==> config.mk <==
export PLATFORM = sky130hd
export DESIGN_NAME = trial_division_prime_test_unit
export DESIGN_NICKNAME = d
export VERILOG_FILES = /design/src/design/tdpt_pkg.sv /design/src/design/trial_division_prime_test_unit.sv /design/src/design/tdpt_rem.sv /design/src/design/tdpt_ctrl.sv
export SDC_FILE = /design/constraint.sdc
export NUM_CORES = 2
export LEC_CHECK = 0
export BUFFER_PORTS_ARGS = -buffer_cell sky130_fd_sc_hd__buf_2
export CAP_MARGIN = 15
export CELL_PAD_IN_SITES_DETAIL_PLACEMENT = 2
export CELL_PAD_IN_SITES_GLOBAL_PLACEMENT = 2
export CORE_AREA = 4 4 342 344
export CTS_CLUSTER_DIAMETER = 30
export DETAILED_ROUTE_END_ITERATION = 7
export DIE_AREA = 0 0 346 348
export PLACE_DENSITY = 0.76
export SLEW_MARGIN = 20
export SYNTH_ARGS = -nofsm -noshare
export SYNTH_HDL_FRONTEND = slang
export SYNTH_SLANG_ARGS = --single-unit
==> constraint.sdc <==
create_clock -name clk -period 7.12 [get_ports clk]
set_input_delay 1.424 -clock clk [delete_from_list [all_inputs] [get_ports clk]]
set_output_delay 1.424 -clock clk [all_outputs]
set_load 0.05 [all_outputs]
==> src/design/tdpt_pkg.sv <==
`default_nettype none
// ----------------------------------------------------------------------------
// Trial division prime test: shared package
// Widths, microcode word layout and the microcode program of the sequencer.
// ----------------------------------------------------------------------------
package tdpt_pkg;

	localparam int WIDTH      = 32;
	localparam int IN_TDATA_W = ((WIDTH + 7) / 8) * 8;
	localparam int OUT_BITS   = WIDTH + 2;
	localparam int OUT_TDATA_W = ((OUT_BITS + 7) / 8) * 8;
	localparam int CNT_W      = $clog2(WIDTH + 1);
	localparam int UPC_W      = 5;

	typedef logic [UPC_W-1:0] upc_t;

	typedef enum logic [3:0] {
		C_ALWAYS,
		C_IN_VALID,
		C_X_LT2,
		C_X_EVEN,
		C_X_IS2,
		C_SQ_GT,
		C_DIV_BUSY,
		C_REM_ZERO,
		C_PHASE0,
		C_VERDICT,
		C_C_MAX,
		C_OUT_FREE
	} cond_t;

	typedef struct packed {
		logic ld_in;
		logic ld_d3;
		logic mul;
		logic div_start;
		logic d_inc;
		logic v_clr;
		logic v_set;
		logic save_p;
		logic inc_c;
		logic set_found;
		logic set_ovf;
		logic out_load;
	} ops_t;

	typedef struct packed {
		cond_t cond;
		upc_t  jt;
		upc_t  jf;
		ops_t  ops;
	} uword_t;

	typedef struct packed {
		logic in_valid;
		logic x_lt2;
		logic x_even;
		logic x_is2;
		logic sq_gt;
		logic div_busy;
		logic rem_zero;
		logic phase0;
		logic verdict;
		logic c_max;
		logic out_free;
	} status_t;

	localparam upc_t S_IDLE   = 5'd0;
	localparam upc_t S_TEST   = 5'd1;
	localparam upc_t S_EVEN   = 5'd2;
	localparam upc_t S_TWO    = 5'd3;
	localparam upc_t S_LOOP   = 5'd4;
	localparam upc_t S_BOUND  = 5'd5;
	localparam upc_t S_WAIT   = 5'd6;
	localparam upc_t S_REM    = 5'd7;
	localparam upc_t S_NP     = 5'd8;
	localparam upc_t S_PR     = 5'd9;
	localparam upc_t S_RET    = 5'd10;
	localparam upc_t S_SAVE   = 5'd11;
	localparam upc_t S_CHECK  = 5'd12;
	localparam upc_t S_SEARCH = 5'd13;
	localparam upc_t S_FOUND  = 5'd14;
	localparam upc_t S_OVF    = 5'd15;
	localparam upc_t S_OUT    = 5'd16;

	function automatic uword_t ucode(upc_t a);
		uword_t w;
		w = '0;
		w.cond = C_ALWAYS;
		unique case (a)
			S_IDLE: begin
				w.cond = C_IN_VALID; w.jt = S_TEST; w.jf = S_IDLE; w.ops.ld_in = 1'b1;
			end
			S_TEST: begin
				w.cond = C_X_LT2; w.jt = S_NP; w.jf = S_EVEN;
			end
			S_EVEN: begin
				w.cond = C_X_EVEN; w.jt = S_TWO; w.jf = S_LOOP; w.ops.ld_d3 = 1'b1;
			end
			S_TWO: begin
				w.cond = C_X_IS2; w.jt = S_PR; w.jf = S_NP;
			end
			S_LOOP: begin
				w.jt = S_BOUND; w.ops.mul = 1'b1;
			end
			S_BOUND: begin
				w.cond = C_SQ_GT; w.jt = S_PR; w.jf = S_WAIT; w.ops.div_start = 1'b1;
			end
			S_WAIT: begin
				w.cond = C_DIV_BUSY; w.jt = S_WAIT; w.jf = S_REM;
			end
			S_REM: begin
				w.cond = C_REM_ZERO; w.jt = S_NP; w.jf = S_LOOP; w.ops.d_inc = 1'b1;
			end
			S_NP: begin
				w.jt = S_RET; w.ops.v_clr = 1'b1;
			end
			S_PR: begin
				w.jt = S_RET; w.ops.v_set = 1'b1;
			end
			S_RET: begin
				w.cond = C_PHASE0; w.jt = S_SAVE; w.jf = S_CHECK;
			end
			S_SAVE: begin
				w.jt = S_SEARCH; w.ops.save_p = 1'b1;
			end
			S_CHECK: begin
				w.cond = C_VERDICT; w.jt = S_FOUND; w.jf = S_SEARCH;
			end
			S_SEARCH: begin
				w.cond = C_C_MAX; w.jt = S_OVF; w.jf = S_TEST; w.ops.inc_c = 1'b1;
			end
			S_FOUND: begin
				w.jt = S_OUT; w.ops.set_found = 1'b1;
			end
			S_OVF: begin
				w.jt = S_OUT; w.ops.set_ovf = 1'b1;
			end
			S_OUT: begin
				w.cond = C_OUT_FREE; w.jt = S_IDLE; w.jf = S_OUT; w.ops.out_load = 1'b1;
			end
			default: begin
				w.jt = S_IDLE; w.jf = S_IDLE;
			end
		endcase
		return w;
	endfunction

endpackage
`default_nettype wire

==> src/design/trial_division_prime_test_unit.sv <==
`default_nettype none
// ----------------------------------------------------------------------------
// Trial division prime test unit
// Tests one number for primality and finds the smallest greater prime.
// ----------------------------------------------------------------------------
// Each request on the s_ group carries one 32-bit number. The unit answers with
// one request on the m_ group: a prime flag, the next prime above the number,
// and an overflow flag (next prime then reads 0) when no greater prime fits.
// One number is handled at a time; s_tready is high only while the sequencer
// waits in its idle step. A small microcode program drives the datapath: it
// tests the number, then walks candidates upward and tests each in turn.
// Each odd trial divisor passes through the loop step (square of the divisor),
// the bound step, the wait step while the bit-serial remainder unit runs, and
// the remainder step. The time to an answer grows with the total count of odd
// divisors tried over the number and all candidates.
// The result sits in an output register and is held there while the receiver
// stalls. The next number is still taken; the sequencer waits in its output
// step only when the following result is ready before the held one has left.
// Reset clears the sequencer and the output valid; no result is pending.
// ----------------------------------------------------------------------------
module trial_division_prime_test_unit (
	input  wire logic                               clk,
	input  wire logic                               arst_n,
	input  wire logic                               s_tvalid,
	output logic                                    s_tready,
	input  wire logic [tdpt_pkg::IN_TDATA_W-1:0]    s_tdata,  // number
	output logic                                    m_tvalid,
	input  wire logic                               m_tready,
	output logic [tdpt_pkg::OUT_TDATA_W-1:0]        m_tdata   // number_is_prime, next_prime, overflow
);
	import tdpt_pkg::*;

	ops_t               ops;
	status_t            st;
	logic [WIDTH-1:0]   x_q;
	logic [WIDTH-1:0]   c_q;
	logic [WIDTH-1:0]   d_q;
	logic [2*WIDTH-1:0] sq_q;
	logic               phase_q;
	logic               verdict_q;
	logic               res_p_q;
	logic [WIDTH-1:0]   res_n_q;
	logic               res_o_q;
	logic               m_tvalid_q;
	logic [OUT_TDATA_W-1:0] m_tdata_q;
	logic               div_busy;
	logic               rem_zero;
	logic               out_free;

	assign out_free = !m_tvalid_q || m_tready;
	assign s_tready = ops.ld_in;
	assign m_tvalid = m_tvalid_q;
	assign m_tdata  = m_tdata_q;

	always_comb begin
		st.in_valid = s_tvalid;
		st.x_lt2    = x_q[WIDTH-1:1] == '0;
		st.x_even   = !x_q[0];
		st.x_is2    = x_q == WIDTH'(2);
		st.sq_gt    = sq_q > {{WIDTH{1'b0}}, x_q};
		st.div_busy = div_busy;
		st.rem_zero = rem_zero;
		st.phase0   = !phase_q;
		st.verdict  = verdict_q;
		st.c_max    = c_q == '1;
		st.out_free = out_free;
	end

	tdpt_ctrl u_ctrl (
		.clk    (clk),
		.arst_n (arst_n),
		.st     (st),
		.ops    (ops)
	);

	tdpt_rem u_rem (
		.clk      (clk),
		.arst_n   (arst_n),
		.start    (ops.div_start && !st.sq_gt),
		.dividend (x_q),
		.divisor  (d_q),
		.busy     (div_busy),
		.rem_zero (rem_zero)
	);

	always_ff @(posedge clk or negedge arst_n) begin
		if (!arst_n) begin
			m_tvalid_q <= 1'b0;
		end else if (ops.out_load && out_free) begin
			m_tvalid_q <= 1'b1;
		end else if (m_tready) begin
			m_tvalid_q <= 1'b0;
		end
	end

	always_ff @(posedge clk) begin
		if (ops.ld_in && s_tvalid) begin
			x_q     <= s_tdata[WIDTH-1:0];
			c_q     <= s_tdata[WIDTH-1:0];
			phase_q <= 1'b0;
		end
		if (ops.inc_c) begin
			x_q     <= c_q + 1'b1;
			c_q     <= c_q + 1'b1;
			phase_q <= 1'b1;
		end
		if (ops.ld_d3) begin
			d_q <= WIDTH'(3);
		end
		if (ops.d_inc) begin
			d_q <= d_q + WIDTH'(2);
		end
		if (ops.mul) begin
			sq_q <= (2*WIDTH)'(d_q) * (2*WIDTH)'(d_q);
		end
		if (ops.v_clr) begin
			verdict_q <= 1'b0;
		end
		if (ops.v_set) begin
			verdict_q <= 1'b1;
		end
		if (ops.save_p) begin
			res_p_q <= verdict_q;
		end
		if (ops.set_found) begin
			res_n_q <= c_q;
			res_o_q <= 1'b0;
		end
		if (ops.set_ovf) begin
			res_n_q <= '0;
			res_o_q <= 1'b1;
		end
		if (ops.out_load && out_free) begin
			m_tdata_q <= OUT_TDATA_W'({res_o_q, res_n_q, res_p_q});
		end
	end

`ifndef ASSERT_OFF
	a_idle_div: assert property (@(posedge clk) disable iff (!arst_n)
		s_tready |-> !div_busy)
		else $error("Remainder unit busy while the unit is idle.");

	a_ovf_zero: assert property (@(posedge clk) disable iff (!arst_n)
		m_tvalid && m_tdata[WIDTH+1] |-> m_tdata[WIDTH:1] == '0)
		else $error("Overflow result carries a nonzero next prime.");

	a_next_odd: assert property (@(posedge clk) disable iff (!arst_n)
		m_tvalid && !m_tdata[WIDTH+1] |-> m_tdata[1] || m_tdata[WIDTH:1] == WIDTH'(2))
		else $error("Next prime is even and not two.");

	a_no_instant: assert property (@(posedge clk) disable iff (!arst_n)
		s_tvalid && s_tready |=> !$rose(m_tvalid))
		else $error("Result appeared one cycle after a request was taken.");
`endif

endmodule
`default_nettype wire

==> src/design/tdpt_rem.sv <==
`default_nettype none
// ----------------------------------------------------------------------------
// Trial division prime test: remainder unit
// Restoring division, one quotient bit per cycle; keeps only the remainder.
// ----------------------------------------------------------------------------
module tdpt_rem (
	input  wire logic                     clk,
	input  wire logic                     arst_n,
	input  wire logic                     start,
	input  wire logic [tdpt_pkg::WIDTH-1:0] dividend,
	input  wire logic [tdpt_pkg::WIDTH-1:0] divisor,
	output logic                          busy,
	output logic                          rem_zero
);
	import tdpt_pkg::*;

	logic [CNT_W-1:0] cnt_q;
	logic [WIDTH-1:0] rem_q;
	logic [WIDTH-1:0] dvd_q;
	logic [WIDTH-1:0] dvs_q;
	logic [WIDTH:0]   trial;
	logic             fits;

	assign trial    = {rem_q, dvd_q[WIDTH-1]};
	assign fits     = trial >= {1'b0, dvs_q};
	assign busy     = cnt_q != '0;
	assign rem_zero = rem_q == '0;

	always_ff @(posedge clk or negedge arst_n) begin
		if (!arst_n) begin
			cnt_q <= '0;
		end else if (start) begin
			cnt_q <= CNT_W'(WIDTH);
		end else if (busy) begin
			cnt_q <= cnt_q - 1'b1;
		end
	end

	always_ff @(posedge clk) begin
		if (start) begin
			rem_q <= '0;
			dvd_q <= dividend;
			dvs_q <= divisor;
		end else if (busy) begin
			dvd_q <= {dvd_q[WIDTH-2:0], 1'b0};
			if (fits) begin
				rem_q <= WIDTH'(trial - {1'b0, dvs_q});
			end else begin
				rem_q <= trial[WIDTH-1:0];
			end
		end
	end

endmodule
`default_nettype wire

==> src/design/tdpt_ctrl.sv <==
`default_nettype none
// ----------------------------------------------------------------------------
// Trial division prime test: microcode sequencer
// Step counter, program table lookup and conditional jump selection.
// ----------------------------------------------------------------------------
module tdpt_ctrl (
	input  wire logic              clk,
	input  wire logic              arst_n,
	input  wire tdpt_pkg::status_t st,
	output tdpt_pkg::ops_t         ops
);
	import tdpt_pkg::*;

	upc_t   upc_q;
	upc_t   upc_d;
	uword_t w;
	logic   taken;

	assign w = ucode(upc_q);

	always_comb begin
		unique case (w.cond)
			C_ALWAYS:   taken = 1'b1;
			C_IN_VALID: taken = st.in_valid;
			C_X_LT2:    taken = st.x_lt2;
			C_X_EVEN:   taken = st.x_even;
			C_X_IS2:    taken = st.x_is2;
			C_SQ_GT:    taken = st.sq_gt;
			C_DIV_BUSY: taken = st.div_busy;
			C_REM_ZERO: taken = st.rem_zero;
			C_PHASE0:   taken = st.phase0;
			C_VERDICT:  taken = st.verdict;
			C_C_MAX:    taken = st.c_max;
			C_OUT_FREE: taken = st.out_free;
			default:    taken = 1'b1;
		endcase
		upc_d = taken ? w.jt : w.jf;
	end

	always_comb begin
		ops = w.ops;
	end

	always_ff @(posedge clk or negedge arst_n) begin
		if (!arst_n) begin
			upc_q <= S_IDLE;
		end else begin
			upc_q <= upc_d;
		end
	end

endmodule
`default_nettype wire
==> run summary <==
Max_cap viols: 0
Tcrit/Tclk final: 146.5%
CTS clk-pin slew, worst paths: 0.06 ns
Clock Path Buffers: 3
Fill count: 11,567
Nets: 6,477
HPWL Detailed: 146,700 µm
GRT Total Usage: 42.80%
WP data required: 7.49 ns
Cell variety after synth: 91
Via count: 45,732
Hold slack: 0.4352 ns
Final min period: 10.43 ns
Root Driver: clkbuf_16
Syn. warnings: 0
RSZ-0062 raised after global routing: true
# IOs: 78
Final Cell Area: 58,030 µm²
Slowest cell on the critical path: fa_1
Multi-input logic area: 33,760 µm²
CP Data Arrival Time: 10.80 ns
Largest net degree at the start of global routing: 91
Post-synthesis instance total: 4,573
CP Depth: 25
Setup Skew: 0.09654 ns
Final Non-Filler Cells: 6,900
Setup WS post-layout: -3.312 ns
Failing checks: negative setup slack
Hold Buf Count CTS: 0
Iteration-0 DRC Markers: 5,428
Post-synthesis async set-or-reset flop share: 3.974%
H-tree levels: 3
Placed insts: 6,540
CP delay by family, top: adder cells
GR Overflow Total: 0
Routability cong.: 0.9116
Worst reg2reg path depth: 25
CP peak stage delay: 1.21 ns
Rows: 124
R2r setup slk: -3.31 ns
Crit Path Max Fanout: 9
Crit Path Category: reg -> reg
Final Slew Violations: 0
CP startpoint: d_q[30]
Worst r2r src: d_q[30]
Worst-Skew Late Latency: 0.73 ns
DR DRC count: 0
Worst-margin pin slew: 1.204 ns
Sequential share of the synthesized area: 18.86%
First-pass GRT wire length: 368,900 µm
Layout cells sized above 1: 27.72%
CP Launch Type: flip-flop
Area delta synth->final: 31.26%
Pre-antenna DRT Iters: 6
Status: complete, but fails checks
Wirelength, routed: 319,200 µm
Worst slew margin: 19.76%
FF/Latch Area: 8338 µm²
Endpoint type of the worst setup path: flip-flop
Initial antenna violation count: 48
CTS Buf Count: 89
Final hold vios: 0
Clock Sinks: 302
# setup viols final: 52
Worst hold path type: reg -> reg
Core area: 113,900 µm²
Die Wd: 346 µm
Crit path capture: sq_q[63]
FMAX: 95.86 MHz
Placement Cell Area: 50,500 µm²
CTS tree: built
WL/cell: 46.26 µm
Vias in the first global route: 49,528
Reg2reg end: sq_q[63]
Initial Util: 38.82%
Port Buffers: 71
Critical Path Most Common Cell: fa_1
Mean Syn Cell Area: 9.667 µm²
Drt via density: 6.628
Yosys reg bits: 302
Antenna viol nets, final: 0
Mapped Area: 44,210 µm²
EDFF count, synth: 223
Worst Path Buf+Inv: 7
Die Y: 348 µm
Top FF cell, synth: edfxtp_1
Die area: 120,400 µm²
==> flip-flops by register name, summed over array words and instances (netlist names) <==
signal	cells
u_rem.dvd_q	32
u_rem.cnt_q	6
phase_q	1
u_ctrl.upc_q	5
res_n_q	32
res_p_q	1
m_tdata	34
u_rem.rem_q	32
d_q	31
u_rem.dvs_q	31
verdict_q	1
c_q	32
sq_q	62
m_tvalid	1
res_o_q	1
==> cell usage after synthesis, types with 73 or more instances <==
| master | instances | area [µm²] |
|---|---|---|
| nor2_1 | 194 | 728.2 |
| ha_1 | 364 | 4554 |
| edfxtp_1 | 223 | 6696 |
| o21ai_0 | 145 | 725.7 |
| a21oi_1 | 161 | 805.8 |
| clkbuf_1 | 165 | 619.3 |
| nand2_1 | 452 | 1697 |
| xnor2_1 | 135 | 1182 |
| and2_1 | 189 | 1182 |
| a21o_1 | 73 | 548.0 |
| inv_1 | 1005 | 3772 |
| fa_1 | 795 | 15920 |
==> worst register-to-register path: stages, from the launching register on <==
cell      delay, ns
edfxtp_1       0.52
buf_12         0.21
buf_4          0.27
nand2_1        0.45
fa_1           1.22
inv_1          0.42
fa_1           0.54
fa_1           0.61
inv_1          0.35
fa_1           0.53
fa_1           0.48
fa_1           0.59
fa_1           0.50
fa_1           0.53
inv_1          0.09
ha_1           0.43
a21oi_4        0.42
nor2_1         0.17
nor2_2         0.26
o221ai_1       0.23
buf_4          0.22
inv_1          0.17
o21ai_4        0.11
a211oi_4       0.44
or3_4          0.22
o211ai_1       0.10
==> cell type report <==
class                      count  share of cell area (%)
antenna                       34                  0.1466
clock buffer                 114                   4.172
clock inverter                49                   1.479
inverter                    1014                   6.656
multi-input combinational   3066                   58.18
sequential                   302                   14.37
tap                         1512                   3.260
timing repair buffer         809                   11.74
==> cell families (layout without fill, tap and decap cells) <==
logic type	after synthesis	after routing	synth area share, %
other	1	40	0.008483
buffers and inverters	1210	1986	10.41
muxes	24	24	0.5519
DFF	302	302	18.86
AOI/OAI and AO/OA	548	548	7.826
and+or+nand+nor	1151	1151	12.51
adders and majority gates	1159	1159	46.30
xor gates and xnor gates	178	178	3.527
==> routing by layer <==
layer / GRT usage, % / up-vias / routed length, µm / part of all wire, %
met2: 70.26 / 4414 / 136600 / 43
li1: - / 15813 / - / -
met4: 41.52 / 35 / 44320 / 14
met5: 0 / - / 867 / 0.27
met1: 41.81 / 22890 / 96490 / 30
met3: 14.96 / 2580 / 40880 / 13
==> worst min path at each step <==
stage	from	end	cells past startpoint
3_5_place_dp	res_n_q[28]	m_tdata[29]	0
2_1_floorplan	res_p_q	m_tdata[0]	0
4_1_cts	res_n_q[1]	m_tdata[2]	0
6_report	res_n_q[1]	m_tdata[2]	0
3_3_place_gp	res_n_q[31]	m_tdata[32]	0
5_1_grt	res_p_q	m_tdata[0]	0
==> timing repair <==
action,in CTS,in global routing
cloned,0,2
pin swaps,150,196
gates resized for setup,402,322
setup endpoints to repair,49,51
setup buffers,78,106
==> placed cells by master, fill, tap and decap left out, types with 72 or more instances in the layout <==
| master | netlist | routed |
|---|---|---|
| a21o_1 | 73 | 72 |
| a21oi_1 | 161 | 131 |
| and2_1 | 189 | 163 |
| buf_4 | 9 | 602 |
| buf_6 | 2 | 87 |
| clkbuf_16 | 0 | 91 |
| edfxtp_1 | 223 | 223 |
| fa_1 | 795 | 691 |
| fa_2 | 0 | 104 |
| ha_1 | 364 | 324 |
| inv_1 | 1005 | 927 |
| nand2_1 | 452 | 418 |
| nor2_1 | 194 | 147 |
| o21ai_0 | 145 | 121 |
| xnor2_1 | 135 | 115 |
==> per-stage QoR <==
step           util [%]  setup TNS, ns  worst slack [ns]
3_5_place_dp      44.34         -22.88           -0.8485
2_1_floorplan         -        -0.4572           -0.1533
5_1_grt           50.89        -105.98            -3.067
6_report          50.95        -114.47            -3.312
3_3_place_gp      44.34         -10.11           -0.5283
4_1_cts           49.14         -22.56           -0.8092
Power is not shown: default switching activity piles up to over one toggle a cycle in this logic, so the estimate is an artifact.
